File: config.mk
export PLATFORM = sky130hd
export DESIGN_NAME = pci_bus_enumeration_walker_core_flat
export DESIGN_NICKNAME = d
export VERILOG_FILES = /design/src/pbew_pkg.sv /design/src/pbew_if.sv /design/src/pci_bus_enumeration_walker_core.sv /design/src/pbew_res_fifo.sv /design/src/flat_wrapper.sv
export SDC_FILE = /design/constraint.sdc
export NUM_CORES = 1
export LEC_CHECK = 0
export BUFFER_PORTS_ARGS = -buffer_cell sky130_fd_sc_hd__buf_2
export CAP_MARGIN = 15
export CELL_PAD_IN_SITES_DETAIL_PLACEMENT = 0
export CELL_PAD_IN_SITES_GLOBAL_PLACEMENT = 2
export CORE_MARGIN = 8
export CORE_UTILIZATION = 48
export CTS_BUF_LIST = sky130_fd_sc_hd__clkbuf_4
export DETAILED_ROUTE_END_ITERATION = 10
export PLACE_DENSITY_LB_ADDON = 0.05
export RECOVER_POWER = 25
export SLEW_MARGIN = 20
export SYNTH_ARGS = -nofsm -noshare
export SYNTH_HDL_FRONTEND = slang
export SYNTH_SLANG_ARGS = --single-unit
File: constraint.sdc
create_clock -name clk -period 11.22 [get_ports clk]
set_input_delay 2.244 -clock clk [delete_from_list [all_inputs] [get_ports clk]]
set_output_delay 2.244 -clock clk [all_outputs]
set_load 0.01 [all_outputs]
File: src/pbew_pkg.sv
// pbew_pkg: shared types and constants of the pci bus enumeration walker
// no dependencies
`timescale 1ns / 1ps
`default_nettype none
package pbew_pkg;

  // result kinds
  localparam logic [1:0] KIND_PROBE = 2'd0;
  localparam logic [1:0] KIND_FOUND = 2'd1;
  localparam logic [1:0] KIND_DONE  = 2'd2;

  // input opcodes
  localparam logic OP_START    = 1'b0;
  localparam logic OP_RESPONSE = 1'b1;

  // configuration register indexes
  localparam logic CFG_CLASS_FILTER    = 1'b0;
  localparam logic CFG_SUBCLASS_FILTER = 1'b1;

  // filter value that matches anything (-1 in 9 bits)
  localparam logic [8:0] FILTER_ANY = 9'h1FF;

  // config space codes
  localparam logic [7:0]  ABSENT_CLASS   = 8'hFF;
  localparam logic [15:0] ABSENT_VENDOR  = 16'hFFFF;
  localparam logic [7:0]  BRIDGE_CLASS   = 8'h06;
  localparam logic [7:0]  P2P_SUBCLASS   = 8'h04;
  localparam int          MULTI_FUNC_BIT = 7;
  localparam logic [4:0]  LAST_SLOT      = 5'd31;
  localparam logic [2:0]  LAST_FUNC      = 3'd7;

  typedef struct packed {
    logic [1:0] result_kind;
    logic [7:0] out_bus;
    logic [4:0] out_slot;
    logic [2:0] out_func;
    logic       bridge_dropped;
    logic       last_result;
  } res_t;

endpackage
`default_nettype wire

File: src/pbew_if.sv
// pbew_if: channel interfaces of the walker (request, result, config write)
// no dependencies
`timescale 1ns / 1ps
`default_nettype none
interface pbew_req_if;
  logic        valid;
  logic        ready;
  logic        opcode;
  logic [15:0] vendor_id;
  logic [7:0]  device_class;
  logic [7:0]  device_subclass;
  logic [7:0]  header_type_in;
  logic [7:0]  sec_bus;

  modport source (output valid, opcode, vendor_id, device_class, device_subclass,
                  header_type_in, sec_bus, input ready);
  modport sink (input valid, opcode, vendor_id, device_class, device_subclass,
                header_type_in, sec_bus, output ready);
endinterface

interface pbew_res_if;
  logic       valid;
  logic       ready;
  logic [1:0] result_kind;
  logic [7:0] out_bus;
  logic [4:0] out_slot;
  logic [2:0] out_func;
  logic       bridge_dropped;
  logic       last_result;

  modport source (output valid, result_kind, out_bus, out_slot, out_func,
                  bridge_dropped, last_result, input ready);
  modport sink (input valid, result_kind, out_bus, out_slot, out_func,
                bridge_dropped, last_result, output ready);
endinterface

interface pbew_cfg_if;
  logic       valid;
  logic       ready;
  logic       addr;
  logic [8:0] data;

  modport source (output valid, addr, data, input ready);
  modport sink (input valid, addr, data, output ready);
endinterface
`default_nettype wire

File: src/pci_bus_enumeration_walker_core.sv
// pci_bus_enumeration_walker_core: top level of the pci config space walker
// depends on pbew_pkg, pbew_if and pbew_res_fifo
`timescale 1ns / 1ps
`default_nettype none
// The walker steps through pci configuration space one function at a time.
// A start item (opcode 0) restarts at bus 0, slot 0, function 0 and gives one
// probe result. Each response item (opcode 1) reports what was read at the
// last probe and gives a found result when the function matches the class and
// subclass filters, followed by either the next probe or, once all slots are
// walked and no bridge is left on the stack, a done result. Responses while
// idle are taken and dropped. Present pci-to-pci bridges push their secondary
// bus onto a STACK_DEPTH-deep lifo held in a memory; a bridge found with the
// stack full is dropped and flagged on every result of that item.
// Each item is handled in the cycle it is accepted: the state registers and
// a four-entry result queue are written at that edge, so one item can be
// taken every cycle. The queue drains one result per cycle while out.ready
// is high; input stalls only while the queue holds more than two results (an
// item with a found result writes two). The stack memory needs no clearing
// pass after reset; its top entry is prefetched into a register every cycle.
// Config writes are always accepted and take effect on the next response.
module pci_bus_enumeration_walker_core #(
  parameter int STACK_DEPTH = 16
) (
  input  wire logic  clk,
  input  wire logic  rst,
  pbew_cfg_if.sink   cfg,
  pbew_req_if.sink   in,
  pbew_res_if.source out
);

  // count holds 0..STACK_DEPTH, address covers 0..STACK_DEPTH-1
  localparam int CW = $clog2(STACK_DEPTH + 1);
  localparam int AW = (STACK_DEPTH > 1) ? $clog2(STACK_DEPTH) : 1;

  // filter registers
  logic [8:0] class_filter;
  logic [8:0] subclass_filter;

  // walk state
  logic [7:0]    cur_bus;
  logic [4:0]    cur_slot;
  logic [2:0]    cur_func;
  logic [7:0]    header_byte;
  logic [CW-1:0] stack_count;
  logic          walking;

  logic [7:0]    cur_bus_next;
  logic [4:0]    cur_slot_next;
  logic [2:0]    cur_func_next;
  logic [7:0]    header_byte_next;
  logic [CW-1:0] stack_count_next;
  logic          walking_next;

  // bridge stack and its prefetched top entry
  logic [7:0]    bridge_stack [STACK_DEPTH];
  logic [7:0]    stack_top;

  logic          accept;
  logic          respond;
  logic [7:0]    hdr_eff;
  logic          present;
  logic          is_bridge;
  logic          push;
  logic          pop;
  logic          dropped;
  logic          match;
  logic          class_ok;
  logic          subclass_ok;
  logic [CW-1:0] count_pushed;
  logic [CW-1:0] rd_index;

  logic           wr_a;
  logic           wr_b;
  pbew_pkg::res_t res_a;
  pbew_pkg::res_t res_b;
  logic           room_for_two;

  assign cfg.ready = 1'b1;
  assign in.ready  = room_for_two;
  assign accept    = in.valid && in.ready;
  assign respond   = accept && (in.opcode == pbew_pkg::OP_RESPONSE) && walking;

  // -1 matches all, any other negative value matches nothing
  function automatic logic filter_hit(input logic [8:0] f, input logic [7:0] v);
    filter_hit = (f == pbew_pkg::FILTER_ANY) || (!f[8] && (f[7:0] == v));
  endfunction

  // header type of function 0 gates functions 1 to 7; on function 0 the byte
  // just read counts, even the all-ones value of an absent function
  assign hdr_eff = (cur_func == 3'd0) ? in.header_type_in : header_byte;

  assign present   = !((in.device_class == pbew_pkg::ABSENT_CLASS) &&
                       (in.vendor_id == pbew_pkg::ABSENT_VENDOR));
  assign is_bridge = present && (in.device_class == pbew_pkg::BRIDGE_CLASS) &&
                     (in.device_subclass == pbew_pkg::P2P_SUBCLASS);
  assign push      = is_bridge && (stack_count < CW'(STACK_DEPTH));
  assign dropped   = is_bridge && !push;

  assign class_ok    = filter_hit(class_filter, in.device_class);
  assign subclass_ok = filter_hit(subclass_filter, in.device_subclass);
  assign match       = present && class_ok && subclass_ok;

  assign count_pushed = stack_count + {{(CW-1){1'b0}}, push};

  // next probe position, stack update and results
  always_comb begin
    cur_bus_next     = cur_bus;
    cur_slot_next    = cur_slot;
    cur_func_next    = cur_func;
    header_byte_next = header_byte;
    stack_count_next = stack_count;
    walking_next     = walking;
    pop              = 1'b0;
    wr_a             = 1'b0;
    wr_b             = 1'b0;
    res_a            = '0;
    res_b            = '0;

    if (accept && (in.opcode == pbew_pkg::OP_START)) begin
      cur_bus_next      = '0;
      cur_slot_next     = '0;
      cur_func_next     = '0;
      header_byte_next  = '0;
      stack_count_next  = '0;
      walking_next      = 1'b1;
      wr_a              = 1'b1;
      res_a.result_kind = pbew_pkg::KIND_PROBE;
      res_a.last_result = 1'b1;
    end else if (respond) begin
      header_byte_next = hdr_eff;
      stack_count_next = count_pushed;
      if (hdr_eff[pbew_pkg::MULTI_FUNC_BIT] && (cur_func != pbew_pkg::LAST_FUNC)) begin
        cur_func_next = cur_func + 3'd1;
      end else begin
        cur_func_next = '0;
        if (cur_slot != pbew_pkg::LAST_SLOT) begin
          cur_slot_next = cur_slot + 5'd1;
        end else begin
          cur_slot_next = '0;
          if (count_pushed != '0) begin
            // a bridge pushed by this very item is popped straight back
            pop              = 1'b1;
            stack_count_next = count_pushed - {{(CW-1){1'b0}}, 1'b1};
            cur_bus_next     = push ? in.sec_bus : stack_top;
          end else begin
            walking_next = 1'b0;
          end
        end
      end

      // final result: next probe, or done with a zero address
      res_b.result_kind    = walking_next ? pbew_pkg::KIND_PROBE : pbew_pkg::KIND_DONE;
      res_b.out_bus        = walking_next ? cur_bus_next : 8'd0;
      res_b.out_slot       = walking_next ? cur_slot_next : 5'd0;
      res_b.out_func       = walking_next ? cur_func_next : 3'd0;
      res_b.bridge_dropped = dropped;
      res_b.last_result    = 1'b1;

      if (match) begin
        wr_a                 = 1'b1;
        wr_b                 = 1'b1;
        res_a.result_kind    = pbew_pkg::KIND_FOUND;
        res_a.out_bus        = cur_bus;
        res_a.out_slot       = cur_slot;
        res_a.out_func       = cur_func;
        res_a.bridge_dropped = dropped;
        res_a.last_result    = 1'b0;
      end else begin
        wr_a  = 1'b1;
        res_a = res_b;
      end
    end
  end

  // top entry after this edge sits at stack_count_next - 1
  assign rd_index = stack_count_next - {{(CW-1){1'b0}}, 1'b1};

  always_ff @(posedge clk) begin
    if (respond && push) begin
      bridge_stack[stack_count[AW-1:0]] <= in.sec_bus;
    end
    // forward the entry being pushed when it becomes the new top
    if (respond && push && !pop) begin
      stack_top <= in.sec_bus;
    end else begin
      stack_top <= bridge_stack[rd_index[AW-1:0]];
    end
  end

  always_ff @(posedge clk) begin
    if (rst) begin
      class_filter    <= pbew_pkg::FILTER_ANY;
      subclass_filter <= pbew_pkg::FILTER_ANY;
      cur_bus         <= '0;
      cur_slot        <= '0;
      cur_func        <= '0;
      header_byte     <= '0;
      stack_count     <= '0;
      walking         <= 1'b0;
    end else begin
      if (cfg.valid && cfg.ready) begin
        case (cfg.addr)
          pbew_pkg::CFG_CLASS_FILTER:    class_filter    <= cfg.data;
          pbew_pkg::CFG_SUBCLASS_FILTER: subclass_filter <= cfg.data;
          default: ;
        endcase
      end
      cur_bus     <= cur_bus_next;
      cur_slot    <= cur_slot_next;
      cur_func    <= cur_func_next;
      header_byte <= header_byte_next;
      stack_count <= stack_count_next;
      walking     <= walking_next;
    end
  end

  pbew_res_fifo u_res_fifo (
    .clk          (clk),
    .rst          (rst),
    .wr_a         (wr_a),
    .wr_b         (wr_b),
    .data_a       (res_a),
    .data_b       (res_b),
    .room_for_two (room_for_two),
    .out          (out)
  );

endmodule
`default_nettype wire

File: src/pbew_res_fifo.sv
// pbew_res_fifo: four-entry result queue, takes up to two results a cycle
// depends on pbew_pkg (res_t) and pbew_if (pbew_res_if)
`timescale 1ns / 1ps
`default_nettype none
module pbew_res_fifo (
  input  wire logic           clk,
  input  wire logic           rst,
  input  wire logic           wr_a,
  input  wire logic           wr_b,
  input  wire pbew_pkg::res_t data_a,
  input  wire pbew_pkg::res_t data_b,
  output logic                room_for_two,
  pbew_res_if.source          out
);

  pbew_pkg::res_t entries [4];
  logic [1:0] wr_ptr;
  logic [1:0] rd_ptr;
  logic [2:0] count;
  logic       pop;
  logic [2:0] n_wr;

  assign pop          = out.valid && out.ready;
  assign n_wr         = {2'b00, wr_a} + {2'b00, wr_b};
  assign room_for_two = (count <= 3'd2);

  always_ff @(posedge clk) begin
    if (rst) begin
      wr_ptr <= '0;
      rd_ptr <= '0;
      count  <= '0;
    end else begin
      // b is only ever written together with a
      if (wr_a) begin
        entries[wr_ptr] <= data_a;
      end
      if (wr_b) begin
        entries[wr_ptr + 2'd1] <= data_b;
      end
      wr_ptr <= wr_ptr + n_wr[1:0];
      rd_ptr <= rd_ptr + {1'b0, pop};
      count  <= count + n_wr - {2'b00, pop};
    end
  end

  assign out.valid          = (count != 3'd0);
  assign out.result_kind    = entries[rd_ptr].result_kind;
  assign out.out_bus        = entries[rd_ptr].out_bus;
  assign out.out_slot       = entries[rd_ptr].out_slot;
  assign out.out_func       = entries[rd_ptr].out_func;
  assign out.bridge_dropped = entries[rd_ptr].bridge_dropped;
  assign out.last_result    = entries[rd_ptr].last_result;

endmodule
`default_nettype wire
File: src/flat_wrapper.sv
// flat-port wrapper written by rule: the top's interface ports become plain ports
module pci_bus_enumeration_walker_core_flat 
#(
  parameter int STACK_DEPTH = 16
)
  (clk, rst, cfg_valid, cfg_addr, cfg_data, cfg_ready, in_valid, in_opcode, in_vendor_id, in_device_class, in_device_subclass, in_header_type_in, in_sec_bus, in_ready, out_valid, out_result_kind, out_out_bus, out_out_slot, out_out_func, out_bridge_dropped, out_last_result, out_ready);
  pbew_cfg_if cfg_i ();
  pbew_req_if in_i ();
  pbew_res_if out_i ();
  input  wire logic clk;
  input  wire logic rst;
  input wire logic [$bits(cfg_i.valid)-1:0] cfg_valid;
  input wire logic [$bits(cfg_i.addr)-1:0] cfg_addr;
  input wire logic [$bits(cfg_i.data)-1:0] cfg_data;
  output wire logic [$bits(cfg_i.ready)-1:0] cfg_ready;
  input wire logic [$bits(in_i.valid)-1:0] in_valid;
  input wire logic [$bits(in_i.opcode)-1:0] in_opcode;
  input wire logic [$bits(in_i.vendor_id)-1:0] in_vendor_id;
  input wire logic [$bits(in_i.device_class)-1:0] in_device_class;
  input wire logic [$bits(in_i.device_subclass)-1:0] in_device_subclass;
  input wire logic [$bits(in_i.header_type_in)-1:0] in_header_type_in;
  input wire logic [$bits(in_i.sec_bus)-1:0] in_sec_bus;
  output wire logic [$bits(in_i.ready)-1:0] in_ready;
  output wire logic [$bits(out_i.valid)-1:0] out_valid;
  output wire logic [$bits(out_i.result_kind)-1:0] out_result_kind;
  output wire logic [$bits(out_i.out_bus)-1:0] out_out_bus;
  output wire logic [$bits(out_i.out_slot)-1:0] out_out_slot;
  output wire logic [$bits(out_i.out_func)-1:0] out_out_func;
  output wire logic [$bits(out_i.bridge_dropped)-1:0] out_bridge_dropped;
  output wire logic [$bits(out_i.last_result)-1:0] out_last_result;
  input wire logic [$bits(out_i.ready)-1:0] out_ready;
  assign cfg_i.valid = cfg_valid;
  assign cfg_i.addr = cfg_addr;
  assign cfg_i.data = cfg_data;
  assign cfg_ready = cfg_i.ready;
  assign in_i.valid = in_valid;
  assign in_i.opcode = in_opcode;
  assign in_i.vendor_id = in_vendor_id;
  assign in_i.device_class = in_device_class;
  assign in_i.device_subclass = in_device_subclass;
  assign in_i.header_type_in = in_header_type_in;
  assign in_i.sec_bus = in_sec_bus;
  assign in_ready = in_i.ready;
  assign out_valid = out_i.valid;
  assign out_result_kind = out_i.result_kind;
  assign out_out_bus = out_i.out_bus;
  assign out_out_slot = out_i.out_slot;
  assign out_out_func = out_i.out_func;
  assign out_bridge_dropped = out_i.bridge_dropped;
  assign out_last_result = out_i.last_result;
  assign out_i.ready = out_ready;
  pci_bus_enumeration_walker_core #(.STACK_DEPTH(STACK_DEPTH)) u_core (.clk(clk), .rst(rst), .cfg(cfg_i), .in(in_i), .out(out_i));
endmodule
; Word-level counts from Yosys, hierarchy flattened
; Memories as Yosys holds them, arrays and structs flattened. A register that Yosys moved wholly into a read port is not among the register bits.
; Cells that the tools add are included.
; Widths: inputs -> output; s select.
[totals]
register_bits = 55
latchBits = 0
ram_bits = 208
mem_bits_ro = 0
inputBits = 64
elab_cells = 114
memories = 2
[classes]
n_addsub = 11
mul = 0
n_div = 0
n_lt_le_gt_ge = 2
eq_ne = 10
n_shift = 0
muxes = 45
bitwise_logic = 2
reduce_logical = 30
[mem_list]
columns = name, depth, word_bits, rd, rd_ports_with_merged_regs, wr, line
row1 = u_core.bridge_stack, 16, 8, 1, 1, 1, pci_bus_enumeration_walker_core.sv:55  ; logic [7:0] bridge_stack [STACK_DEPTH];
row2 = u_core.u_res_fifo.entries, 4, 20, 1, 1, 2, pbew_res_fifo.sv:16  ; pbew_pkg::res_t entries [4];
[ops]
columns = op, n
row1 = $mux 20, 4
row2 = $mux 8, 6
row3 = $mux 5, 8
row4 = $mux 1, 21
row5 = $eq 9x9->1 const B, 2
row6 = $mux 17, 1
row7 = $eq 16x16->1 const B, 1
row8 = $eq 8x3->1 const B, 2
row9 = $eq 8x8->1, 2
row10 = $logic_and 1x1->1, 16
row11 = $eq 8x8->1 const B, 1
row12 = $mux 2, 3
row13 = $mux 3, 2
row14 = $reduce_and 2->1, 3
row15 = $add 5x1->5, 1
row16 = $add 5x1->5 const B, 1
row17 = $lt 5x5->1 const B, 1
row18 = $ne 5x5->1 const B, 1
row19 = $reduce_bool 5->1, 1
row20 = $sub 5x1->5 const B, 1
row21 = $logic_not 1->1, 4
row22 = $sub 4x1->4 const B, 1
row23 = $add 3x1->3 const B, 1
row24 = $add 3x2->3, 1
row25 = other kinds (13), 15

; Logic depth before layout (Yosys ltp)
[logic_depth]
ltp_word = 17
mapped_depth = 17

; By module
; A second synthesis with hierarchy kept.
[hier_totals]
hier_cells = 807
hier_area_um2 = 12518.3
[by_module_without_submodules]
columns = module, instances, cells_per_inst, area_per_inst_um2, seq_area_each_um2
row1 = pci_bus_enumeration_walker_core, 1, 566, 7938.9, 4744.6
row2 = pbew_res_fifo, 1, 241, 4579.4, 2542.4

; Worst setup path before layout
; Ideal clock, no wire load.
[synth_path]
kind = input -> register
start = in in_device_subclass[5]
end = reg with a tool-made name
arrival_time_ns = 5.603
required_time_ns = 11.100
slack_ns = 5.497
path_stages = 16
cell_sequence = nor4_1 nand4_1 or2_2 buf_1 inv_1 ha_1 ha_1 inv_1 ha_1 or4b_1 o31ai_4 a21oi_2 and2_1 a211o_1 ha_1 xor2_1
[synth_rtl]
columns = item, line
row1 = start: declaration, flat_wrapper.sv:20  ; input wire logic [$bits(in_i.device_subclass)-1:0] in_device_subclass;

==> key figures <==
Status
  • Outcome: complete, no violations

Die
  • Core Rows: 58
  • Die height: 175 microns
  • Die width: 175 microns
  • Core area: 25,000 sq um
  • Die area: 30,500 sq um
  • Top Ports: 87
  • Initial Utilization: 48.3%

Logic synthesis
  • Cells after Synth: 892
  • Synthesized area: 12,100 sq um
  • Seq cells post-synth: 260
  • Post-synth EDFFs: 204
  • Synth top area cells: edfxtp_1, mux4_2, dfxtp_1, mux2i_1, nor2_1
  • Post-synthesis async set-or-reset flop share: 0%
  • Most common cell in the netlist: edfxtp_1
  • Mapped Nets: 972
  • Top FF cell, synth: edfxtp_1
  • Post-synthesis sequential area ratio: 60.1%
  • Synth top area share: 50.8%
  • Yosys warning count: 0
  • Synth unique cells: 70
  • Post-synth top area cell: edfxtp_1
  • Most frequent cells after synthesis: edfxtp_1, nor2_1, nand2_1
  • Syn_area_per_cell: 13.5 sq um

Critical path
  • Cell family with most CP delay: simple AND/OR/NAND/NOR gates
  • Critical Path Max Stage Delay: 0.62 ns
  • Slack of the worst reg-to-reg path: 7.03 ns
  • Critical-path maximum fanout: 10
  • Worst reg2reg path startpoint: u_core.stack_count[4]$_SDFFE_PP0P_
  • CP endpoint kind: flip-flop
  • Critical Path RT: 11.56 ns
  • Number of cells on the critical path: 16
  • WP buf/inv: 3
  • CP arrival: 6.68 ns
  • RR Endpoint: u_core.u_res_fifo.entries[3][13]$_DFFE_PP_
  • Startpoint Class: input port
  • Worst path slowest cell: a31oi_1
  • Top cell by count, worst path: ha_1
  • Worst path cell trace: buf_2, nor4_1, nand4_1, or2_2, inv_1, ha_1, ha_1, inv_1, ha_1, or4b_1, o31ai_4, nand3_1, nand2_1, nor3_1, a31oi_1, o21ai_0
  • Kind of critical path: input port to flip-flop
  • R2R depth: 13

Pwr
  • P_leak: 4.90 nW
  • Pwr dens: 156 nW/um^2
  • Overall power: 2.13 mW
  • Worst VDD drop: 0.0000947 V

Placement
  • Hpwl dp: 19,500 microns
  • Port buffer count: 78
  • Cell Count Post-Placement: 1,267
  • Post-Place Worst Slack: 4.25 ns
  • RD Place Congestion: 0.848
  • Post-DP Area: 12,800 sq um

CTS
  • TritonCTS buffer count: 69
  • Post-CTS Hold Fix Bufs: 0
  • Root buffer cell: clkbuf_4
  • CTS tree: built
  • Clk slew on worst S/H paths: 0.07 ns
  • Clk sinks: 260
  • Bufs on Longest Clock Path: 3
  • Setup Fix Bufs, Post-CTS: 0
  • Post-CTS resize count: 0
  • Clock H-tree levels: 3
  • Clock latency on the worst-skew pair: 0.68 ns

Final layout
  • P&R area growth vs syn: 12.9%
  • Post-route design area: 13,600 sq um
  • Final non-filler cell total: 1,387
  • Share of layout cells above drive strength 1: 25.2%
  • Nets: 1,088

GRT
  • GRT Util Overall: 18.9%
  • Initial antenna violation count: 1
  • GRT overflow: 0
  • Largest net degree at the start of global routing: 40
  • Vias in the first global route: 8,460
  • First-pass GRT wire length: 45,800 microns

Timing
  • Minimum clock period: 6.34 ns
  • Slew HR: 29.1%
  • Fin Clk Skew: 0.0572 ns
  • Ratio of final minimum period to clock period: 56.5%
  • RSZ-0062 raised after global routing: false
  • F_max: 0.158 GHz
  • Slew at the pin with the worst max-slew slack: 1.06 ns
  • Setup TNS: 0 ns
  • Setup WS post-layout: 4.88 ns
  • Number of hold violations in the final report: 0
  • Slew Limit Fails: 0
  • Final Setup Violations: 0

Route
  • Routed via count: 8,129
  • Vias per cell: 5.86
  • Drt pass-1 iters: 5
  • Routed Wire Length: 28,800 microns
  • DRC: 0
  • Remaining antenna violation count: 0
  • Post-DR wirelength/cell: 20.8 microns
  • Iteration-0 DRC Markers: 530

Hold path
  • Hold path cells: 1
  • Hold Path Origin: u_core.u_res_fifo.entries[2][18]$_SDFFE_PP0P_
  • Hold Path End: u_core.u_res_fifo.entries[2][18]$_SDFFE_PP0P_
  • HP Class: flip-flop to flip-flop

Job
  • Max-Cap Viols: 0
## area by class of cell
cell class,count,area (sq um)
Inverter,21,78.8
Fill cell,2150,11300
Tap cell,330,413
Antenna cell,1,2.50
Clock inverter,22,134
Clock buffer,97,728
Multi-Input combinational cell,566,4540
Sequential cell,260,7250
Timing Repair Buffer,90,470
## registers in the layout, indices dropped and copies added, names as in the netlist, named ones only
| name | count |
|---|---|
| u_core.bridge_stack | 128 |
| u_core.u_res_fifo.entries | 80 |
| u_core.class_filter | 9 |
| u_core.subclass_filter | 9 |
| u_core.cur_bus | 8 |
| u_core.cur_slot | 5 |
| u_core.stack_count | 5 |
| u_core.cur_func | 3 |
| u_core.u_res_fifo.count | 3 |
| u_core.u_res_fifo.rd_ptr | 2 |
| u_core.u_res_fifo.wr_ptr | 2 |
| u_core.header_byte | 1 |
| u_core.walking | 1 |
## metrics by stage
stage          hold slack [ns]  utilization [%]
2_1_floorplan            0.422                -
3_3_place_gp             0.435             51.1
3_5_place_dp             0.453             51.1
4_1_cts                  0.466             54.6
5_1_grt                  0.478             54.5
6_report                 0.472             54.5
## metal layers
metal  part of all wire (%)  track usage, %
met2                     48            31.0
met4                    2.7            8.16
met5                      0               0
met3                    6.3            4.14
met1                     43            23.9
## kinds of logic (layout without fill, tap and decap cells)
family	after synthesis	after routing	synth area share, %
compound gates	183	183	10.6
xor+xnor	27	27	1.96
fa+ha+maj	16	16	1.72
buf+inv	66	230	2.37
flops	260	260	60.1
mux	92	92	13.1
other cells	1	2	0.0311
simple gates	247	247	10.2
## cells in the final DEF, fill, tap and decap left out, types with 4 or more instances in the layout
master     count
o21ai_0       35
buf_2         70
nand4_1       13
xnor2_1        8
and3_1        12
a211o_1       20
or4_1          4
nor4_1        10
o2bb2ai_1      4
nand3_1       10
o22ai_1       12
buf_4         12
a21o_1        17
clkbuf_4      97
ha_1          15
or3_1          4
inv_1         21
edfxtp_1     204
xor2_1        19
a31oi_1        4
and2_1         5
a22o_1         9
mux2i_1       37
nor3_1        12
a22oi_1       14
clkinv_1      14
nand2b_1       8
dfxtp_1       55
a31o_2         9
mux4_2        52
clkbuf_1       8
nor2b_1       17
a21oi_1       34
nor2_1        76
nand2_1       58
## power breakdown
group	leakage (nW)	internal [mW]	switching, mW	total (mW)
logic	2.13	0.109	0.137	0.246
clock network	0.503	0.425	0.385	0.811
registers	2.26	1.06	0.0133	1.07
total	4.90	1.59	0.535	2.13
## worst max-delay path by stage
stage / startpoint / end / slack [ns]
3_3_place_gp: in_device_class[3] / u_core.u_res_fifo.entries[3][14]$_DFFE_PP_ / 4.32
2_1_floorplan: in_device_subclass[5] / flip-flop / 5.50
5_1_grt: in_device_class[3] / u_core.u_res_fifo.entries[3][13]$_DFFE_PP_ / 4.69
4_1_cts: in_device_class[3] / u_core.u_res_fifo.entries[3][13]$_DFFE_PP_ / 4.96
6_report: in_device_class[3] / u_core.u_res_fifo.entries[3][13]$_DFFE_PP_ / 4.88
3_5_place_dp: in_device_class[3] / u_core.u_res_fifo.entries[3][13]$_DFFE_PP_ / 4.25
## worst reg2reg max path, stage by stage, from the launching register on
cell and delay [ns]:
dfxtp_1 0.34, or2_2 0.46, inv_1 0.18, ha_1 0.23, ha_1 0.29, inv_1 0.08, ha_1 0.19, or4b_1 0.50
o31ai_4 0.11, nand3_1 0.30, nand2_1 0.29, nor3_1 0.09, a31oi_1 0.62, o21ai_0 0.21
No activity file was read; power rests on OpenSTA's default activity.
